### src/design/clr_pkg.sv
package clr_pkg;

  // Default widths for the coordinate and color paths.
  localparam int unsigned COORD_BITS_DEF = 12;
  localparam int unsigned COLOR_BITS_DEF = 8;

  // Fixed widths of the signed endpoint fields and the canvas size registers.
  localparam int unsigned IN_COORD_BITS = 16;
  localparam int unsigned WIDE_BITS     = IN_COORD_BITS + 1;
  localparam int unsigned CFG_DATA_BITS = 13;
  localparam int unsigned CFG_IDX_BITS  = 1;

  // Canvas size after reset.
  localparam logic [CFG_DATA_BITS-1:0] CANVAS_WIDTH_RST  = 13'd320;
  localparam logic [CFG_DATA_BITS-1:0] CANVAS_HEIGHT_RST = 13'd240;

  // Configuration register indexes.
  typedef enum logic [CFG_IDX_BITS-1:0] {
    REG_CANVAS_WIDTH  = 1'b0,
    REG_CANVAS_HEIGHT = 1'b1
  } cfg_reg_e;

  // Request types.
  typedef enum logic {
    REQ_LOAD = 1'b0,
    REQ_TICK = 1'b1
  } req_type_e;

endpackage

### src/design/clamped_line_rasterizer_core.sv
// Channel  | Handshake               | Payload
// ---------+-------------------------+-------------------------------------------------
// in       | in_valid_i / in_stall_o | req_type, start_x/y, end_x/y, line_color
// out      | out_valid_o/out_stall_i | pixel_valid, pixel_x/y, pixel_color, last_pixel
// cfg      | cfg_valid_i/cfg_ready_o | cfg_index_i, cfg_data_i
//
// Every request yields one registered result, and one request can be accepted
// in every cycle while in_stall_o is low. The clamp, setup and Bresenham step
// all sit between the input port and the result register. A skid entry behind
// the result register lets the block take one more request while a result is
// stalled; in_stall_o rises only when that skid entry is occupied. Reset leaves
// the block idle with a 320 by 240 canvas.
module clamped_line_rasterizer_core
  import clr_pkg::*;
#(
  parameter int unsigned COORD_BITS = COORD_BITS_DEF,
  parameter int unsigned COLOR_BITS = COLOR_BITS_DEF
) (
  input  logic                     clk_i,
  input  logic                     rst_ni,

  input  logic                     cfg_valid_i,
  output logic                     cfg_ready_o,
  input  logic [CFG_IDX_BITS-1:0]  cfg_index_i,
  input  logic [CFG_DATA_BITS-1:0] cfg_data_i,

  input  logic                     in_valid_i,
  output logic                     in_stall_o,
  input  logic                     req_type_i,
  input  logic [IN_COORD_BITS-1:0] start_x_i,
  input  logic [IN_COORD_BITS-1:0] start_y_i,
  input  logic [IN_COORD_BITS-1:0] end_x_i,
  input  logic [IN_COORD_BITS-1:0] end_y_i,
  input  logic [COLOR_BITS-1:0]    line_color_i,

  output logic                     out_valid_o,
  input  logic                     out_stall_i,
  output logic                     pixel_valid_o,
  output logic [COORD_BITS-1:0]    pixel_x_o,
  output logic [COORD_BITS-1:0]    pixel_y_o,
  output logic [COLOR_BITS-1:0]    pixel_color_o,
  output logic                     last_pixel_o
);

  localparam int unsigned ERR_BITS = COORD_BITS + 2;
  localparam logic [WIDE_BITS-1:0] CANVAS_CAP = WIDE_BITS'(1) << COORD_BITS;

  // Largest legal coordinate for a canvas size: zero acts as one, and sizes
  // beyond the coordinate range saturate.
  function automatic logic [COORD_BITS-1:0] limit_of(input logic [CFG_DATA_BITS-1:0] size);
    logic [WIDE_BITS-1:0] size_ext;
    begin
      size_ext = WIDE_BITS'(size);
      if (size_ext == '0) begin
        limit_of = '0;
      end else if (size_ext > CANVAS_CAP) begin
        limit_of = COORD_BITS'(CANVAS_CAP - WIDE_BITS'(1));
      end else begin
        limit_of = COORD_BITS'(size_ext - WIDE_BITS'(1));
      end
    end
  endfunction

  // Clamp a signed endpoint into 0..hi.
  function automatic logic [COORD_BITS-1:0] clamp_coord(input logic [IN_COORD_BITS-1:0] v,
                                                        input logic [COORD_BITS-1:0] hi);
    begin
      if (v[IN_COORD_BITS-1]) begin
        clamp_coord = '0;
      end else if (WIDE_BITS'(v) > WIDE_BITS'(hi)) begin
        clamp_coord = hi;
      end else begin
        clamp_coord = COORD_BITS'(v);
      end
    end
  endfunction

  // Canvas size registers.
  logic [CFG_DATA_BITS-1:0] canvas_width_q, canvas_height_q;

  // Line state.
  logic                       busy_q, busy_d;
  logic [COORD_BITS-1:0]      cur_x_q, cur_x_d, cur_y_q, cur_y_d;
  logic [COORD_BITS-1:0]      goal_x_q, goal_x_d, goal_y_q, goal_y_d;
  logic [COORD_BITS-1:0]      delta_x_q, delta_x_d, delta_y_q, delta_y_d;
  logic                       step_x_neg_q, step_x_neg_d, step_y_neg_q, step_y_neg_d;
  logic signed [ERR_BITS-1:0] error_term_q, error_term_d;
  logic [COLOR_BITS-1:0]      held_color_q, held_color_d;

  // Result computed for the request at the input.
  logic                  res_valid;
  logic [COORD_BITS-1:0] res_x, res_y;
  logic [COLOR_BITS-1:0] res_color;
  logic                  res_last;

  // Result register and skid entry.
  logic                  out_valid_q, out_valid_d;
  logic                  out_pix_q, out_pix_d, out_last_q, out_last_d;
  logic [COORD_BITS-1:0] out_x_q, out_x_d, out_y_q, out_y_d;
  logic [COLOR_BITS-1:0] out_color_q, out_color_d;
  logic                  skid_valid_q, skid_valid_d;
  logic                  skid_pix_q, skid_pix_d, skid_last_q, skid_last_d;
  logic [COORD_BITS-1:0] skid_x_q, skid_x_d, skid_y_q, skid_y_d;
  logic [COLOR_BITS-1:0] skid_color_q, skid_color_d;

  logic in_fire, out_fire;

  // Handshakes.
  assign cfg_ready_o = 1'b1;
  assign in_stall_o  = skid_valid_q;
  assign in_fire     = in_valid_i && !skid_valid_q;
  assign out_fire    = out_valid_q && !out_stall_i;

  // Configuration writes.
  always_ff @(posedge clk_i or negedge rst_ni) begin
    if (!rst_ni) begin
      canvas_width_q  <= CANVAS_WIDTH_RST;
      canvas_height_q <= CANVAS_HEIGHT_RST;
    end else if (cfg_valid_i && cfg_ready_o) begin
      case (cfg_reg_e'(cfg_index_i))
        REG_CANVAS_WIDTH:  canvas_width_q  <= cfg_data_i;
        REG_CANVAS_HEIGHT: canvas_height_q <= cfg_data_i;
        default: ;
      endcase
    end
  end

  // Line setup on load, one Bresenham step on tick while a line is in progress.
  always_comb begin
    logic [COORD_BITS-1:0]      hx, hy, sx, sy, ex, ey, dx, dy;
    logic signed [ERR_BITS-1:0] dx_s, dy_s, err_nx;
    logic                       move_x, move_y, last;
    logic [COORD_BITS-1:0]      nx, ny;

    busy_d       = busy_q;
    cur_x_d      = cur_x_q;
    cur_y_d      = cur_y_q;
    goal_x_d     = goal_x_q;
    goal_y_d     = goal_y_q;
    delta_x_d    = delta_x_q;
    delta_y_d    = delta_y_q;
    step_x_neg_d = step_x_neg_q;
    step_y_neg_d = step_y_neg_q;
    error_term_d = error_term_q;
    held_color_d = held_color_q;

    res_valid = 1'b0;
    res_x     = '0;
    res_y     = '0;
    res_color = '0;
    res_last  = 1'b0;
    last      = 1'b0;

    // Setup path.
    hx = limit_of(canvas_width_q);
    hy = limit_of(canvas_height_q);
    sx = clamp_coord(start_x_i, hx);
    sy = clamp_coord(start_y_i, hy);
    ex = clamp_coord(end_x_i, hx);
    ey = clamp_coord(end_y_i, hy);
    dx = (ex > sx) ? (ex - sx) : (sx - ex);
    dy = (ey > sy) ? (ey - sy) : (sy - ey);

    // Step path.
    dx_s   = signed'(ERR_BITS'(delta_x_q));
    dy_s   = signed'(ERR_BITS'(delta_y_q));
    move_x = error_term_q > -dx_s;
    move_y = error_term_q < dy_s;
    err_nx = error_term_q;
    nx     = cur_x_q;
    ny     = cur_y_q;
    if (move_x) begin
      err_nx = err_nx - dy_s;
      nx     = step_x_neg_q ? (cur_x_q - COORD_BITS'(1)) : (cur_x_q + COORD_BITS'(1));
    end
    if (move_y) begin
      err_nx = err_nx + dx_s;
      ny     = step_y_neg_q ? (cur_y_q - COORD_BITS'(1)) : (cur_y_q + COORD_BITS'(1));
    end

    if (req_type_e'(req_type_i) == REQ_LOAD) begin
      last         = (sx == ex) && (sy == ey);
      cur_x_d      = sx;
      cur_y_d      = sy;
      goal_x_d     = ex;
      goal_y_d     = ey;
      delta_x_d    = dx;
      delta_y_d    = dy;
      step_x_neg_d = !(sx < ex);
      step_y_neg_d = !(sy < ey);
      // Half the dominant delta, rounded toward zero.
      error_term_d = (dx > dy) ? signed'(ERR_BITS'(dx >> 1))
                               : -signed'(ERR_BITS'(dy >> 1));
      held_color_d = line_color_i;
      busy_d       = !last;
      res_valid    = 1'b1;
      res_x        = sx;
      res_y        = sy;
      res_color    = line_color_i;
      res_last     = last;
    end else if (busy_q) begin
      last         = (nx == goal_x_q) && (ny == goal_y_q);
      cur_x_d      = nx;
      cur_y_d      = ny;
      error_term_d = err_nx;
      busy_d       = !last;
      res_valid    = 1'b1;
      res_x        = nx;
      res_y        = ny;
      res_color    = held_color_q;
      res_last     = last;
    end
  end

  // Line state register.
  always_ff @(posedge clk_i or negedge rst_ni) begin
    if (!rst_ni) begin
      busy_q       <= 1'b0;
      cur_x_q      <= '0;
      cur_y_q      <= '0;
      goal_x_q     <= '0;
      goal_y_q     <= '0;
      delta_x_q    <= '0;
      delta_y_q    <= '0;
      step_x_neg_q <= 1'b0;
      step_y_neg_q <= 1'b0;
      error_term_q <= '0;
      held_color_q <= '0;
    end else if (in_fire) begin
      busy_q       <= busy_d;
      cur_x_q      <= cur_x_d;
      cur_y_q      <= cur_y_d;
      goal_x_q     <= goal_x_d;
      goal_y_q     <= goal_y_d;
      delta_x_q    <= delta_x_d;
      delta_y_q    <= delta_y_d;
      step_x_neg_q <= step_x_neg_d;
      step_y_neg_q <= step_y_neg_d;
      error_term_q <= error_term_d;
      held_color_q <= held_color_d;
    end
  end

  // Result register refill from the skid entry or the input, else park in skid.
  always_comb begin
    out_valid_d  = out_valid_q;
    out_pix_d    = out_pix_q;
    out_x_d      = out_x_q;
    out_y_d      = out_y_q;
    out_color_d  = out_color_q;
    out_last_d   = out_last_q;
    skid_valid_d = skid_valid_q;
    skid_pix_d   = skid_pix_q;
    skid_x_d     = skid_x_q;
    skid_y_d     = skid_y_q;
    skid_color_d = skid_color_q;
    skid_last_d  = skid_last_q;

    if (!out_valid_q || out_fire) begin
      if (skid_valid_q) begin
        out_valid_d  = 1'b1;
        out_pix_d    = skid_pix_q;
        out_x_d      = skid_x_q;
        out_y_d      = skid_y_q;
        out_color_d  = skid_color_q;
        out_last_d   = skid_last_q;
        skid_valid_d = 1'b0;
      end else if (in_fire) begin
        out_valid_d = 1'b1;
        out_pix_d   = res_valid;
        out_x_d     = res_x;
        out_y_d     = res_y;
        out_color_d = res_color;
        out_last_d  = res_last;
      end else begin
        out_valid_d = 1'b0;
      end
    end else if (in_fire) begin
      skid_valid_d = 1'b1;
      skid_pix_d   = res_valid;
      skid_x_d     = res_x;
      skid_y_d     = res_y;
      skid_color_d = res_color;
      skid_last_d  = res_last;
    end
  end

  // Output valid flags.
  always_ff @(posedge clk_i or negedge rst_ni) begin
    if (!rst_ni) begin
      out_valid_q  <= 1'b0;
      skid_valid_q <= 1'b0;
    end else begin
      out_valid_q  <= out_valid_d;
      skid_valid_q <= skid_valid_d;
    end
  end

  // Output payload.
  always_ff @(posedge clk_i) begin
    out_pix_q    <= out_pix_d;
    out_x_q      <= out_x_d;
    out_y_q      <= out_y_d;
    out_color_q  <= out_color_d;
    out_last_q   <= out_last_d;
    skid_pix_q   <= skid_pix_d;
    skid_x_q     <= skid_x_d;
    skid_y_q     <= skid_y_d;
    skid_color_q <= skid_color_d;
    skid_last_q  <= skid_last_d;
  end

  assign out_valid_o   = out_valid_q;
  assign pixel_valid_o = out_pix_q;
  assign pixel_x_o     = out_x_q;
  assign pixel_y_o     = out_y_q;
  assign pixel_color_o = out_color_q;
  assign last_pixel_o  = out_last_q;

endmodule

### config.mk
export PLATFORM = sky130hd
export DESIGN_NAME = clamped_line_rasterizer_core
export DESIGN_NICKNAME = d
export VERILOG_FILES = /design/src/design/clr_pkg.sv /design/src/design/clamped_line_rasterizer_core.sv
export SDC_FILE = /design/constraint.sdc
export NUM_CORES = 1
export LEC_CHECK = 0
export BUFFER_PORTS_ARGS = -buffer_cell sky130_fd_sc_hd__buf_2
export CORE_ASPECT_RATIO = 0.5
export CORE_MARGIN = 3
export CORE_UTILIZATION = 35
export CTS_BUF_LIST = sky130_fd_sc_hd__clkbuf_4
export CTS_CLUSTER_SIZE = 40
export DETAILED_ROUTE_END_ITERATION = 6
export HOLD_SLACK_MARGIN = 0.05
export SYNTH_ARGS = -nofsm -noshare
export SYNTH_HDL_FRONTEND = slang
export SYNTH_SLANG_ARGS = --single-unit
export TNS_END_PERCENT = 100
### constraint.sdc
create_clock -name clk_i -period 23.6 [get_ports clk_i]
set_input_delay 1.18 -clock clk_i [delete_from_list [all_inputs] [get_ports clk_i]]
set_output_delay 1.18 -clock clk_i [all_outputs]
set_load 0.02 [all_outputs]
; ---- Yosys cells after proc, flatten, opt, wreduce, memory -nomap -nowiden
; Index checks and enable logic that the tools add are counted.
[totals]
elab_cells = 135
inputBits = 92
ff_bits = 193
out_inout_bits = 37
[op_classes]
order_cmp = 13
n_mux = 53
add_sub_neg = 14
n_reduce_logical = 22
n_bitwise = 3
eq_ne = 5
[ops]
columns = cell, count
row1 = 12-bit 2-to-1 mux, 30
row2 = 14-bit 2-to-1 mux, 5
row3 = 16-bit by 12-bit greater-than comparator with 1-bit output, 4
row4 = 12-bit == test, 4
row5 = "12-bit by 1-bit subtractor with 12-bit output, second input constant", 4
row6 = 12-bit subtractor, 4
row7 = 12-bit greater-than comparator, 3
row8 = 8-bit 2-to-1 mux, 4
row9 = "13-bit greater-than comparator, second input constant", 2
row10 = 13-bit zero test, 2
row11 = "12-bit by 1-bit adder with 12-bit output, second input constant", 2
row12 = 12-bit less-than comparator, 2
row13 = 14-bit by 13-bit adder with 14-bit output, 1
row14 = 14-bit greater-than comparator, 1
row15 = 14-bit by 13-bit less-than comparator with 1-bit output, 1
row16 = 1-bit 2-to-1 mux, 14
row17 = 11-bit negator with 14-bit output, 1
row18 = 12-bit negator with 14-bit output, 1
row19 = 14-bit by 13-bit subtractor with 14-bit output, 1
row20 = 2-bit AND reduction, 6
row21 = 1-bit zero test, 7
row22 = 1-bit logical AND, 4
row23 = 2-bit nonzero test, 2
row24 = 1-bit NOT, 3
row25 = other kinds (2), 2

; ---- Logic depth before layout (Yosys ltp)
[depth]
depth_word = 11
ltp_mapped = 40
depth_no_buf = 39

; ---- Worst setup path after synthesis
; OpenSTA, ideal clock, no wires.
[synth_timing]
path_kind = register to register
from = reg canvas_width_q[5]
to = reg error_term_q[10]
arrival_ns = 8.026
path_slack_ns = 15.501
setup_ns = 0.073
stages_incl_launch_ff = 40
n_path_buf = 4
t_required_ns = 23.527
cell_sequence = dfrtp_1 > or3_1 > or4_1 > nor3_1 > buf_2 > and2b_1 > a21o_1 > ha_1 > nor2b_1 > o21a_1 > o21a_1 > o21ai_0 > nand2b_1 > a21oi_1 > o31ai_1 > a21oi_1 > buf_2 > mux2i_1 > (+4 left out) > o21ai_1 > or3_1 > buf_2 > a211oi_2 > a211oi_1 > o311ai_1 > and3_1 > xnor2_1 > ha_1 > a21o_1 > a21o_1 > a21oi_1 > a31oi_1 > nor2_1 > inv_1 > or4_1 > and3_1 > a21oi_2
[synth_between]
elab_chain_cells = 11
elab_cells_between_ends = 18
cone_classes = add/sub: 3 / order compare: 5 / mux: 9 / reduce/logical: 1
[synth_lines]
columns = element, line_no
row1 = start: declaration, clamped_line_rasterizer_core.sv:79  ; logic [CFG_DATA_BITS-1:0] canvas_width_q, canvas_height_q;
row2 = start signal: assignment, clamped_line_rasterizer_core.sv:121  ; REG_CANVAS_WIDTH: canvas_width_q <= cfg_data_i;
row3 = 12-bit by 1-bit subtractor with 12-bit output or 13-bit greater-than comparator (tied branches), "clamped_line_rasterizer_core.sv:59, clamped_line_rasterizer_core.sv:56"
row4 = 12-bit 2-to-1 mux, clamped_line_rasterizer_core.sv:56  ; end else if (size_ext > CANVAS_CAP) begin
row5 = 12-bit 2-to-1 mux (*), clamped_line_rasterizer_core.sv:54  ; if (size_ext == '0) begin
row6 = 16-bit by 12-bit greater-than comparator with 1-bit output, clamped_line_rasterizer_core.sv:70  ; end else if (WIDE_BITS'(v) > WIDE_BITS'(hi)) begin
row7 = 12-bit 2-to-1 mux, clamped_line_rasterizer_core.sv:70
row8 = 12-bit 2-to-1 mux, clamped_line_rasterizer_core.sv:68  ; if (v[IN_COORD_BITS-1]) begin
row9 = 12-bit subtractor or 12-bit greater-than comparator (tied branches), clamped_line_rasterizer_core.sv:161  ; dx = (ex > sx) ? (ex - sx) : (sx - ex);
row10 = 12-bit 2-to-1 mux (*), clamped_line_rasterizer_core.sv:161
row11 = 12-bit greater-than comparator, clamped_line_rasterizer_core.sv:192  ; error_term_d = (dx > dy) ? signed'(ERR_BITS'(dx >> 1))
row12 = 14-bit 2-to-1 mux (*), clamped_line_rasterizer_core.sv:192
row13 = 14-bit 2-to-1 mux (*), clamped_line_rasterizer_core.sv:181  ; if (req_type_e'(req_type_i) == REQ_LOAD) begin
row14 = end signal: assignment, clamped_line_rasterizer_core.sv:239  ; error_term_q <= error_term_d;
row15 = end: declaration, clamped_line_rasterizer_core.sv:87  ; logic signed [ERR_BITS-1:0] error_term_q, error_term_d;
; Every way passes the cells marked *; elsewhere a longest branch is shown, timed or not.
; A chain may end at the register's enable or synchronous reset.

; ---- Worst setup path in the final report
[layout_timing]
from = reg canvas_width_q[5]
to = reg error_term_q[9]
; The elaborated chain is that of the path after synthesis.

==> out/qor.csv <==
stage,metric,value,unit
sta,FMAX,95.2,MHz
sta,Slew Limit Fails,0,
global_routing,GRT overflow,0,
clock_tree,post-cts resize count,0,
detailed_routing,drt pass-1 iters,5,
placement,GP Congestion,0.937,
clock_tree,CTS max path bufs,2,
yosys,"Cell Area, Synth",17500,sq um
critical_path,max incr delay on CP,0.81,ns
floorplan,core area,48900,sq um
clock_tree,clock latency on the worst-skew pair,0.67,ns
floorplan,total die area,52800,sq um
sta,Slew HR,0.203,
sta,hold slack,0.466,ns
detailed_routing,overall routed net length,56.2,mm
finish,area of the multi-input gates,11500,sq um
pwr,Reg power frac,0.220,
floorplan,Ports,129,
pwr,total power,2540,uW
global_routing,global-route wire length before repair,85.4,mm
yosys,main flop type after synthesis,dfrtp_1,
global_routing,vias in the first global route,14400,
pwr,Max VDD drop,0.0758,mV
pwr,Net Sw Frac,0.521,
yosys,Yosys cell types,106,
floorplan,Initial Utilization,0.357,
sta,worst slew pin tran,1.20,ns
floorplan,DIE WIDTH,322,microns
critical_path,Crit Path Max Fanout,14,
detailed_routing,"antenna viol nets, final",0,
finish,final net count,2314,
floorplan,DIE HEIGHT,164,microns
yosys,Async SR Flop Fraction,0.648,
yosys,Mapped Avg Cell Area,8.88,sq um
sta,Tcrit/Tclk final,0.445,
sta,Final TNS setup,0,ns
pwr,combinational share of power,0.701,
global_routing,initial antenna violation count,2,
sta,RSZ-0062 raised after global routing,false,
finish,most frequent cells in the layout,"nand2_1 (182), ha_1 (171), nor2_1 (138)",
placement,post-DP HPWL,44.1,mm
floorplan,Cell Rows,57,
yosys,number of flops mapped to enable cells by yosys,68,
finish,"Area growth, synth to finish",8.69,%
detailed_routing,Avg WL per Cell,20.8,microns
clock_tree,H-tree depth,4,
clock_tree,CTS tree,built,
finish,fillers,5013,
critical_path,slowest CP cell,a31oi_1,
sta,Final setup viols,0,
clock_tree,CTS Buf Count,17,
finish,"most common cell after layout, fill and taps aside",nand2_1,
clock_tree,clock transition at the registers of the reported paths,0.23,ns
yosys,Synthesis Warnings,0,
critical_path,crit end category,flop,
pwr,Pint,1210,uW
detailed_routing,initial drt markers,1436,
placement,IO buf count,127,
pwr,pwr/cell area,134,nW/um^2
detailed_routing,Vias per Instance,5.70,
yosys,"FF+latch count, synth",193,
outcome,status,"finished, final reports clean",
detailed_routing,DRC,0,
sta,fin crit period,10.51,ns
pwr,Psw,1320,uW
clock_tree,hold buffers post-CTS,0,
finish,FF/Latch Area,5180,sq um
critical_path,Worst Path Arrival,11.01,ns
job,max cap viols,0,
critical_path,startpoint types,flop,
yosys,instance count of the mapped netlist,1968,
critical_path,Worst Path Required,24.10,ns
pwr,Clk pwr share,0.079,
finish,layout cell share with drive strength beyond 1,0.163,
pwr,P_leak,0.00834,uW
clock_tree,setup bufs post-CTS,0,
global_routing,All-Layer GR Usage,0.209,
sta,Final Skew,0.0441,ns
critical_path,critical path class,flop to flop,
clock_tree,root buffer cell,clkbuf_4,
yosys,syn_nets,2239,
global_routing,largest net degree at the start of global routing,89,
yosys,sequential element share of the synthesized area,0.296,
sta,Fin. Hold Viols,0,
hold_path,worst min-delay path class,input port to asynchronous set/reset pin,
detailed_routing,DR vias,15400,
clock_tree,CTS Sinks,193,
==> cell usage after synthesis, drive strengths merged, types with 14 or more instances <==
library cell | n | area [sq um]
edfxtp | 68 | 2040
mux2i | 75 | 754
nor2 | 142 | 546
nand2 | 185 | 704
o21a | 35 | 264
buf | 26 | 165
ha | 171 | 2140
nor2b | 29 | 181
a21oi | 109 | 568
o22ai | 29 | 181
nand2b | 15 | 93.8
o211ai | 19 | 166
clkbuf | 58 | 218
a211oi | 32 | 255
o221ai | 16 | 140
mux2 | 56 | 631
dfrtp | 119 | 2980
inv | 116 | 435
a31oi | 14 | 87.6
nand4 | 24 | 184
or2 | 45 | 282
a21o | 44 | 332
nand3 | 37 | 195
nor4 | 18 | 113
nor3 | 32 | 176
xnor2 | 62 | 607
o21ai | 142 | 726
o31ai | 21 | 158
xor2 | 49 | 429
==> worst paths after layout <==
path	start	endpoint	slack (ns)	depth (start not counted)
setup / recovery	canvas_width_q[5]	error_term_q[9]	13.09	33
hold / removal	rst_ni	held_color_q[1]	0.47	1
setup reg to reg	canvas_width_q[5]	error_term_q[9]	13.09	33
hold reg to reg	error_term_q[0]	error_term_q[0]	0.50	1
max in group asynchronous	rst_ni	goal_y_q[9]	21.74	2
min in group clk_i	error_term_q[0]	error_term_q[0]	0.50	1
==> metal layers <==
layer	wire length [microns]	vias up	GRT usage
li1	-	7370	-
met1	26500	7495	0.300
met2	24300	503	0.321
met3	4210	61	0.0446
met4	1080	0	0.0507
met5	0	-	0
==> metrics by stage <==
step                cells  cell area [sq um]  setup WS (ns)   util
finish               2706              19000          13.09  0.388
global route         2706              19000          12.41  0.388
CTS                  2705              19000          13.25  0.388
detailed placement   2673              18700          13.30  0.382
global placement     2673              18700          13.65  0.382
floorplan            1968              17500          15.50      -
==> flip-flops by register name, indices dropped and copies added (netlist names), 8 cells and up <==
register and cells:
canvas_height_q 13, skid_x_q 12, delta_x_q 12, skid_color_q 8, cur_y_q 12, goal_y_q 12
delta_y_q 12, cur_x_q 12, pixel_x_o 12, held_color_q 8, goal_x_q 12, error_term_q 14
pixel_color_o 8, pixel_y_o 12, skid_y_q 12, canvas_width_q 13
==> area by class of cell <==
class | instances | area share
Sequential cell | 193 | 0.273
Timing Repair Buffer | 140 | 0.0389
Inverter | 116 | 0.0229
Clock inverter | 15 | 0.0101
Tap cell | 649 | 0.0428
Antenna cell | 1 | 0.000132
Clock buffer | 17 | 0.00672
Multi-Input combinational cell | 1575 | 0.606
==> power by group through the flow <==
stage | sequential, uW | combinational (uW) | clock [uW]
detailed placement | 562 | 1740 | 0
global placement | 560 | 1730 | 0
floorplan | 532 | 1320 | 0
finish | 557 | 1780 | 200
global route | 569 | 1970 | 216
CTS | 555 | 1750 | 205
==> kinds of logic after synthesis <==
| group | count (synthesis) | synth area share |
|---|---|---|
| adder cells (fa/ha/maj) | 179 | 0.132 |
| AO/OA/AOI/OAI | 568 | 0.220 |
| multiplexers | 131 | 0.0793 |
| other | 1 | 0.000215 |
| AND/OR/NAND/NOR | 584 | 0.166 |
| XOR/XNOR | 112 | 0.0606 |
| flip-flops | 193 | 0.296 |
| buffers and inverters | 200 | 0.0468 |
==> worst max-delay path, delay by kind of cell (launching register included) <==
family	cells	cell delay, ns
DFF	1	0.46
AOI/OAI and AO/OA	12	3.51
buffers and inverters	2	0.23
adders and majority gates	3	0.91
and+or+nand+nor	13	4.09
muxes	3	1.14
Power figures use the tool's default switching activity.
